File: config.mk
export PLATFORM = sky130hd
export DESIGN_NAME = sd_host_clock_divisor_select_unit
export DESIGN_NICKNAME = d
export VERILOG_FILES = /design/src/sdcds_pkg.sv /design/src/sd_host_clock_divisor_select_unit.sv
export VERILOG_INCLUDE_DIRS = /design/src /design/src/src
export SDC_FILE = /design/constraint.sdc
export NUM_CORES = 1
export LEC_CHECK = 0
export ABC_AREA = 1
export BUFFER_PORTS_ARGS = -buffer_cell sky130_fd_sc_hd__buf_2
export CORE_MARGIN = 2
export CORE_UTILIZATION = 65
export CTS_CLUSTER_SIZE = 16
export DETAILED_ROUTE_END_ITERATION = 12
export GPL_TIMING_DRIVEN = 0
export PLACE_DENSITY_LB_ADDON = 0.15
export SYNTH_ARGS = -nofsm -noshare
export SYNTH_HDL_FRONTEND = slang
export SYNTH_SLANG_ARGS = --single-unit
File: constraint.sdc
create_clock -name clk -period 7.25 [get_ports clk]
set_clock_uncertainty 0.1 [all_clocks]
set_input_delay 1.0875 -clock clk [delete_from_list [all_inputs] [get_ports clk]]
set_output_delay 1.0875 -clock clk [all_outputs]
set_load 0.01 [all_outputs]
File: src/sd_host_clock_divisor_select_unit_macros.svh
// Assertion helpers for the divisor select unit.
`ifndef SD_HOST_CLOCK_DIVISOR_SELECT_UNIT_MACROS_SVH
`define SD_HOST_CLOCK_DIVISOR_SELECT_UNIT_MACROS_SVH

// Same-cycle implication, off while reset is high.
`define SDCDS_ASSERT_NOW(label, clk, rst, lhs, rhs, msg) \
  label: assert property (@(posedge clk) disable iff (rst) (lhs) |-> (rhs)) \
    else $error(msg);

// Next-cycle implication, off while reset is high.
`define SDCDS_ASSERT_NEXT(label, clk, rst, lhs, rhs, msg) \
  label: assert property (@(posedge clk) disable iff (rst) (lhs) |=> (rhs)) \
    else $error(msg);

`endif

File: src/sdcds_pkg.sv
package sdcds_pkg;

  localparam int DATA_W     = 32;
  localparam int FIELD_W    = 10;
  localparam int CFG_IDX_W  = 2;
  localparam int DIV_STEPS  = 32;

  localparam int MAX_DIV_V3_DEF     = 2046;
  localparam int MAX_DIV_V2_DEF     = 256;
  localparam int PROG_DIV_LIMIT_DEF = 1024;

  localparam logic [DATA_W-1:0]  BASE_CLOCK_RST = 32'd200000000;
  localparam logic [DATA_W-1:0]  HS_THRESHOLD   = 32'd26000000;
  localparam logic [FIELD_W-1:0] FIELD_MAX      = 10'd1023;

  // configuration register indexes
  localparam logic [CFG_IDX_W-1:0] CFG_BASE_CLOCK = 2'd0;
  localparam logic [CFG_IDX_W-1:0] CFG_SPEC_V3    = 2'd1;
  localparam logic [CFG_IDX_W-1:0] CFG_PROG_MODE  = 2'd2;

  // smallest power of two not below n
  function automatic int pow2_ceil(input int n);
    int p;
    p = 1;
    while (p < n) p = p * 2;
    return p;
  endfunction

endpackage

File: src/sd_host_clock_divisor_select_unit.sv
// SD host card clock divisor select.
// Configuration: cfg_valid/cfg_ready write channel (cfg_ready always high),
// cfg_index 0 = base clock in Hz, 1 = spec 3.00 flag, 2 = programmable mode.
// Other indexes are ignored. Write only while busy is low.
// Requests: an item is taken when start is high and busy is low; target_hz
// is the wanted card clock. busy stays high until the result is shown.
// Result: done strobes for one cycle with divisor_field, generator_select,
// high_speed and clamped; the receiver cannot stall, so nothing is held.
// Operation: after the accepting edge the sequencer runs 32 steps of a
// restoring radix-2 divider computing base / (target + 1), then a finish step
// maps the quotient onto the mode's divisor set and registers it with done.
// A new item can be started in the cycle done is high.
// Reset (rst, synchronous): registers return to 200 MHz base, spec 3.00,
// divided mode; the sequencer goes idle and any item in flight is dropped.
module sd_host_clock_divisor_select_unit #(
  parameter int MAX_DIV_V3     = sdcds_pkg::MAX_DIV_V3_DEF,
  parameter int MAX_DIV_V2     = sdcds_pkg::MAX_DIV_V2_DEF,
  parameter int PROG_DIV_LIMIT = sdcds_pkg::PROG_DIV_LIMIT_DEF
) (
  input  logic                               clk,
  input  logic                               rst,
  input  logic                               cfg_valid,
  output logic                               cfg_ready,
  input  logic [sdcds_pkg::CFG_IDX_W-1:0]    cfg_index,
  input  logic [sdcds_pkg::DATA_W-1:0]       cfg_data,
  input  logic                               start,
  output logic                               busy,
  input  logic [sdcds_pkg::DATA_W-1:0]       target_hz,
  output logic                               done,
  output logic [sdcds_pkg::FIELD_W-1:0]      divisor_field,
  output logic                               generator_select,
  output logic                               high_speed,
  output logic                               clamped
);
  import sdcds_pkg::*;

  `include "sd_host_clock_divisor_select_unit_macros.svh"

  localparam int CNT_W     = $clog2(DIV_STEPS);
  localparam int V3_HALF   = (MAX_DIV_V3 + 1) / 2;
  localparam int V2_STOP   = pow2_ceil(MAX_DIV_V2);
  localparam int V2_K      = $clog2(V2_STOP);
  localparam int V2_W      = V2_K + 1;

  typedef enum logic [1:0] {ST_IDLE, ST_DIV, ST_FINISH} state_t;

  state_t              state;
  logic [CNT_W-1:0]    cnt;
  logic [DATA_W-1:0]   rem;
  logic [DATA_W-1:0]   quo;
  logic [DATA_W:0]     dvs;
  logic                hs;

  logic [DATA_W-1:0]   base_clock_hz;
  logic                spec_v3;
  logic                programmable_mode;

  logic [DATA_W:0]     rem_sh;
  logic                q_bit;
  logic [DATA_W-1:0]   rem_next;

  logic [DATA_W-1:0]   prog_f;
  logic [FIELD_W-1:0]  prog_field;
  logic                prog_clamp;
  logic [DATA_W-1:0]   v3_half_q;
  logic [FIELD_W-1:0]  v3_field;
  logic [V2_W-1:0]     v2_div;
  logic [FIELD_W-1:0]  v2_field;
  logic [FIELD_W-1:0]  field_next;
  logic                clamp_next;

  assign cfg_ready = 1'b1;
  assign busy      = (state != ST_IDLE);

  // one restoring divider step
  always_comb begin
    rem_sh = {rem, quo[DATA_W-1]};
    q_bit  = (rem_sh >= dvs);
    if (q_bit) rem_next = DATA_W'(rem_sh - dvs);
    else       rem_next = rem_sh[DATA_W-1:0];
  end

  // quotient q = base / (target + 1); smallest fitting divisor is q + 1
  always_comb begin
    prog_f = (quo > DATA_W'(PROG_DIV_LIMIT)) ? DATA_W'(PROG_DIV_LIMIT) : quo;
    if (prog_f > DATA_W'(FIELD_MAX)) begin
      prog_field = FIELD_MAX;
      prog_clamp = 1'b1;
    end else begin
      prog_field = prog_f[FIELD_W-1:0];
      prog_clamp = 1'b0;
    end

    // smallest even divisor above q, halved, capped at the stop value
    v3_half_q = {1'b0, quo[DATA_W-1:1]} + DATA_W'(1);
    if (quo == '0)                             v3_field = '0;
    else if (v3_half_q > DATA_W'(V3_HALF))     v3_field = FIELD_W'(V3_HALF);
    else                                       v3_field = v3_half_q[FIELD_W-1:0];

    // smallest power of two above q, capped at the stop value
    v2_div = V2_W'(V2_STOP);
    if (quo < DATA_W'(V2_STOP)) begin
      for (int k = V2_K; k >= 0; k--) begin
        if (DATA_W'(1 << k) > quo) v2_div = V2_W'(1 << k);
      end
    end
    v2_field = FIELD_W'(v2_div >> 1);

    clamp_next = 1'b0;
    if (spec_v3 && programmable_mode) begin
      field_next = prog_field;
      clamp_next = prog_clamp;
    end else if (spec_v3) begin
      field_next = v3_field;
    end else begin
      field_next = v2_field;
    end
  end

  always_ff @(posedge clk) begin
    if (rst) begin
      base_clock_hz     <= BASE_CLOCK_RST;
      spec_v3           <= 1'b1;
      programmable_mode <= 1'b0;
    end else if (cfg_valid && cfg_ready) begin
      unique case (cfg_index)
        CFG_BASE_CLOCK: base_clock_hz     <= cfg_data;
        CFG_SPEC_V3:    spec_v3           <= cfg_data[0];
        CFG_PROG_MODE:  programmable_mode <= cfg_data[0];
        default: ;
      endcase
    end
  end

  always_ff @(posedge clk) begin
    if (rst) begin
      state <= ST_IDLE;
      cnt   <= '0;
      done  <= 1'b0;
    end else begin
      done <= 1'b0;
      unique case (state)
        ST_IDLE: begin
          if (start) begin
            rem   <= '0;
            quo   <= base_clock_hz;
            dvs   <= {1'b0, target_hz} + (DATA_W+1)'(1);
            hs    <= (target_hz > HS_THRESHOLD);
            cnt   <= CNT_W'(DIV_STEPS - 1);
            state <= ST_DIV;
          end
        end
        ST_DIV: begin
          rem <= rem_next;
          quo <= {quo[DATA_W-2:0], q_bit};
          cnt <= cnt - CNT_W'(1);
          if (cnt == '0) state <= ST_FINISH;
        end
        ST_FINISH: begin
          divisor_field    <= field_next;
          generator_select <= spec_v3 && programmable_mode;
          high_speed       <= hs;
          clamped          <= clamp_next;
          done             <= 1'b1;
          state            <= ST_IDLE;
        end
        default: state <= ST_IDLE;
      endcase
    end
  end

  `SDCDS_ASSERT_NEXT(a_accept_busy, clk, rst, start && !busy, busy,
    "accepted item did not raise busy")
  `SDCDS_ASSERT_NEXT(a_finish_done, clk, rst, state == ST_FINISH, done && !busy,
    "finish step did not deliver a result")
  `SDCDS_ASSERT_NOW(a_clamp_mode, clk, rst, done && clamped,
    generator_select && divisor_field == FIELD_MAX,
    "clamp outside programmable mode or field not saturated")
  `SDCDS_ASSERT_NOW(a_done_idle, clk, rst, done, state == ST_IDLE,
    "result strobe while sequencer active")

endmodule

==> Yosys cells after proc, flatten, opt, wreduce, memory -nomap -nowiden <==
Index checks and enable logic that the tools add are counted.
W data, S select, Z words.
{ "word_totals": {"word_cells": 81, "register_bits": 153, "output_inout_bits": 16, "in_bits": 70} }
{ "classes": {"n_bitwise": 1, "addsub": 4, "eq_ne": 6, "n_mux": 27, "n_lt_le_gt_ge": 14, "reduce_logical": 15} }
{ "op_table": {"columns": ["cell", "count"], "rows": [
  ["$mux W32", 4],
  ["$pmux W32 S2", 2],
  ["$mux W9", 9],
  ["$gt A32 B10 Y1 const B", 2],
  ["$mux W10", 5],
  ["$add A32 B1 Y33 const B", 1],
  ["$ge A33 B33 Y1", 1],
  ["$add A31 B1 Y32 const B", 1],
  ["$gt A1 B32 Y1 const A", 1],
  ["$gt A2 B32 Y1 const A", 1],
  ["$gt A3 B32 Y1 const A", 1],
  ["$gt A32 B11 Y1 const B", 1],
  ["$gt A32 B25 Y1 const B", 1],
  ["$gt A4 B32 Y1 const A", 1],
  ["$gt A5 B32 Y1 const A", 1],
  ["$gt A6 B32 Y1 const A", 1],
  ["$gt A7 B32 Y1 const A", 1],
  ["$gt A8 B32 Y1 const A", 1],
  ["$logic_not A32 Y1", 1],
  ["$lt A32 B9 Y1 const B", 1],
  ["$sub A32 B32 Y32", 1],
  ["$reduce_and A2 Y1", 6],
  ["$pmux W5 S2", 1],
  ["$reduce_and A3 Y1", 2],
  ["13 further kinds", 20]
]} }

==> Depth between registers and ports, before layout <==
{ "depth": {"depth_word": 12, "depth_mapped": 17, "ltp_nobuf": 16} }

==> Worst setup path before layout <==
OpenSTA, ideal clock, no wires.
{ "synth_path": {"path_type": "input -> register", "startpoint": "input rst", "endpoint": "register quo[0], enable pin", "setup_time_ps": 486, "t_arrival_ps": 3981, "stages": 2, "t_required_ps": 6664, "slack_ps": 2682, "path_cell_list": "clkbuf_1 nor2_1"} }
{ "synth_via": {"elab_chain_cells": 2} }
{ "synth_lines": {"columns": ["item", "line_no", "source"], "rows": [
  ["start, declared", "sd_host_clock_divisor_select_unit.sv:21", "input logic rst,"],
  ["$not A1 Y1 (no line)", null, null],
  ["$reduce_and A3 Y1 (no line)", null, null],
  ["end signal, assigned", "sd_host_clock_divisor_select_unit.sv:146", "quo <= base_clock_hz;"],
  ["end signal, assigned", "sd_host_clock_divisor_select_unit.sv:155", "quo <= {quo[DATA_W-2:0], q_bit};"],
  ["end, declared", "sd_host_clock_divisor_select_unit.sv:50", "logic [DATA_W-1:0] quo;"]
]} }
No other way between the ends.
A chain may end at the register's enable or synchronous reset.

==> Worst setup path in the final report <==
{ "layout_path": {"startpoint": "register quo[31]", "endpoint": "register rem[0], data pin"} }
{ "layout_via": {"elab_chain_cells": 3} }
{ "layout_lines": {"columns": ["item", "line_no", "source"], "rows": [
  ["$sub A32 B32 Y32 / $ge A33 B33 Y1 (equally long branches)", "sd_host_clock_divisor_select_unit.sv:79, sd_host_clock_divisor_select_unit.sv:78", null],
  ["$mux W32 *", "sd_host_clock_divisor_select_unit.sv:79", "if (q_bit) rem_next = DATA_W'(rem_sh - dvs);"],
  ["$pmux W32 S2 *", "sd_host_clock_divisor_select_unit.sv:142", "unique case (state)"],
  ["end signal, assigned", "sd_host_clock_divisor_select_unit.sv:154", "rem <= rem_next;"],
  ["end, declared", "sd_host_clock_divisor_select_unit.sv:49", "logic [DATA_W-1:0] rem;"]
]} }
Every way passes the cells marked *; elsewhere a longest branch is shown, timed or not.

==> load_flow_metrics.sql <==
INSERT INTO impl_metrics (metric_group, metric, value, unit) VALUES
('power_and_ir_drop', 'p_leak', '5.21', 'nW'),
('logic_synthesis', 'ys_ff_latch', '153', ''),
('drt', 'route.detailed.drc', '0', ''),
('logic_synthesis', 'synthesis.area', '10100', 'µm²'),
('timing', 'setup_repair_after_global_routing_missed_its_margin', 'no', ''),
('floorplan', 'row_count', '45', ''),
('clock_network', 'cts_sinks', '153', ''),
('timing', 'min_period', '3.40', 'ns'),
('cells_and_area', 'final_layout_size_suffix_gt1_share', '9.91', '%'),
('drt', 'detailroute.via_count', '9721', ''),
('logic_synthesis', 'synthArstFlopShare', '0', '%'),
('clock_network', 'cts.reportedPaths.clkPinSlew', '0.07', 'ns'),
('worst_setup_path', 'critical_path_class', 'flop to flop', ''),
('cells_and_area', 'most_frequent_standard_cell_in_the_layout_excluding_fill_and_tap_cells', 'nand2_1', ''),
('worst_setup_path', 'worst-r2r-cell-count', '16', ''),
('power_and_ir_drop', 'fin_total_pwr', '0.00259', 'W'),
('worst_setup_path', 'worst_ep_arrival', '3.47', 'ns'),
('worst_setup_path', 'critical_path_buf_inv_count', '4', ''),
('timing', 'setup_viol_count_final', '0', ''),
('clock_network', 'cts-htree-levels', '4', ''),
('worst_hold_path', 'holdPathStages', '0', ''),
('worst_setup_path', 'timing.critical_path.required', '7.32', 'ns'),
('cells_and_area', 'antenna_cells_inserted', '0', ''),
('worst_setup_path', 'max_stage_delay', '0.45', 'ns'),
('drt', 'detailedRoute.firstPassIterationCount', '6', ''),
('power_and_ir_drop', 'p_per_area', '227', 'nW/µm²'),
('floorplan', 'floorplan.die_area', '16500', 'µm²'),
('worst_setup_path', 'critPathSlowestCell', 'edfxtp_1', ''),
('drt', 'routed_via_density', '5.78', ''),
('grt', 'grt_max_degree', '34', ''),
('cells_and_area', 'layout.cells.most_common_list', 'nand2_1, nor2_1, inv_1', ''),
('drt', 'post_drt_wl_per_cell', '16.8', 'µm'),
('logic_synthesis', 'synth_area_per_cell', '7.35', 'µm²'),
('timing', 'number_of_slew_limit_violations_in_the_final_report', '0', ''),
('timing', 'hold_ws', '0.324', 'ns'),
('power_and_ir_drop', 'vdd_drop_max', '0.000193', 'V'),
('clock_network', 'clk_lat_worst_skew', '0.43', 'ns'),
('floorplan', 'dieHeight', '129', 'µm'),
('grt', 'first_global_vias', '8753', ''),
('place', 'gpl.final_weighted_congestion', '1.02', ''),
('logic_synthesis', 'ys_dominant_reg_cell', 'edfxtp_1', ''),
('cells_and_area', 'stdcell_count', '1682', ''),
('worst_setup_path', 'crit_top_cell', 'nand2_1', ''),
('place', 'post-dp-hpwl', '22.0', 'mm'),
('clock_network', 'cts_inserted_buffers', '17', ''),
('worst_setup_path', 'setup.worst_path.end_class', 'flop', ''),
('logic_synthesis', 'postSynthCellCount', '1374', ''),
('grt', 'grt_overflow_total', '0', ''),
('drt', 'drt_first_iter_violations', '1178', ''),
('logic_synthesis', 'synth_edf_count', '111', ''),
('cells_and_area', 'sequential_cell_area', '4170', 'µm²'),
('logic_synthesis', 'postSynthNetCount', '1484', ''),
('floorplan', 'chipWidth', '129', 'µm'),
('clock_network', 'cts_tree', 'built', ''),
('timing', 'timing_worst_slew_pin_value', '0.906', 'ns'),
('logic_synthesis', 'synth.yosys.seq_area_share', '41.3', '%'),
('logic_synthesis', 'synth_warnings', '0', ''),
('floorplan', 'initial_utilization', '66.4', '%'),
('place', 'placed_cells_incl_taps', '1650', ''),
('place', 'port_buffers', '84', ''),
('timing', 'final.period_utilization', '46.9', '%'),
('worst_setup_path', 'regToRegSetupSlack', '3.85', 'ns'),
('grt', 'gr-usage-all-layers', '35.3', '%'),
('grt', 'grt_antenna_before_repair', '0', ''),
('timing', 'max-slew-margin-rel', '39.5', '%'),
('floorplan', 'boundaryPins', '86', ''),
('worst_setup_path', 'path_delay_family', 'simple AND/OR/NAND/NOR gates', ''),
('worst_setup_path', 'timing.critical_path.from_type', 'flop', ''),
('outcome', 'outcome', 'finished, final reports clean', ''),
('worst_setup_path', 'crit_cells', '16', ''),
('cells_and_area', 'filler_cells', '1186', '');
-- worst reg2reg max path, cell delays in order (launching register included) --
cell and delay [ns]:
edfxtp_1 0.45, inv_1 0.26, ha_1 0.25, inv_1 0.05, nand3_1 0.06, nand2_1 0.17, a21boi_2 0.29, inv_2 0.06
nand2_1 0.06, nand2_1 0.08, nand3_1 0.09, nand3_1 0.14, nand2_1 0.11, nand2_2 0.15, clkbuf_1 0.28, o21ai_0 0.45
nor2_1 0.09
-- through the flow --
step,worst slack (ns),instance area [µm²]
after global routing,3.71,11400
after detailed placement,3.93,10800
final,3.85,11400
after CTS,3.91,11400
after global placement,1.33,10800
after floorplan,2.68,10100
-- sequential cells by signal, summed over array words and instances, names as in the netlist --
| register | count |
|---|---|
| divisor_field | 10 |
| clamped | 1 |
| quo | 32 |
| dvs | 33 |
| cnt | 5 |
| hs | 1 |
| programmable_mode | 1 |
| spec_v3 | 1 |
| state | 2 |
| base_clock_hz | 32 |
| high_speed | 1 |
| done | 1 |
| rem | 32 |
| generator_select | 1 |
-- path summary, 6_finish.rpt --
check,endpoint,start
worst min-delay path,high_speed$_DFFE_PP_,hs$_DFFE_PP_
worst min register to register,high_speed$_DFFE_PP_,hs$_DFFE_PP_
worst max-delay path,rem[0]$_SDFFCE_PN0P_,quo[31]$_DFFE_PP_
worst max register to register,rem[0]$_SDFFCE_PN0P_,quo[31]$_DFFE_PP_
-- kinds of logic after synthesis --
group | count (synthesis) | share of synthesized area (%)
AOI/OAI and AO/OA | 202 | 10.8
xor gates and xnor gates | 64 | 5.55
adders and majority gates | 40 | 5.03
buffers and inverters | 213 | 8.03
DFF | 153 | 41.3
other | 1 | 0.0371
and+or+nand+nor | 701 | 29.2
-- report_power, final --
part / internal (W) / switching, W / total [W]
clock: 0.000466 / 0.000421 / 0.000888
combinational: 0.000197 / 0.000419 / 0.000616
sequential: 0.00103 / 0.0000569 / 0.00109
-- layer usage --
layer,vias to the layer above,share of wire [%],GRT usage [%]
met5,-,0,0
met4,0,1.2,8.18
met3,30,11,6.15
met2,543,41,49.7
met1,4424,46,56.7
li1,4724,-,-
-- area by class of cell --
type	count	share of cell area (%)
buffer	28	1.02
clock buffer	17	3.73
tap	188	2.06
inverter	185	6.08
clock inverter	15	1.48
multi-input combinational	1008	44.9
sequential	153	36.6
timing repair buffer	88	4.15
-- synth_stat cells (all sizes together), types with 9 or more instances --
master    n  area, µm²
nand2   309       1170
nor2    245        963
inv     185        694
o21ai   124        621
edfxtp  111       3330
nand3    83        420
xor2     51        447
a21oi    45        225
dfxtp    42        841
ha       39        488
nor3     26        130
clkbuf   21       78.8
nand4    21        131
xnor2    13        114
a21o     11       82.6
nor4      9       68.8
Note: power is estimated with default switching activity, not from simulation.
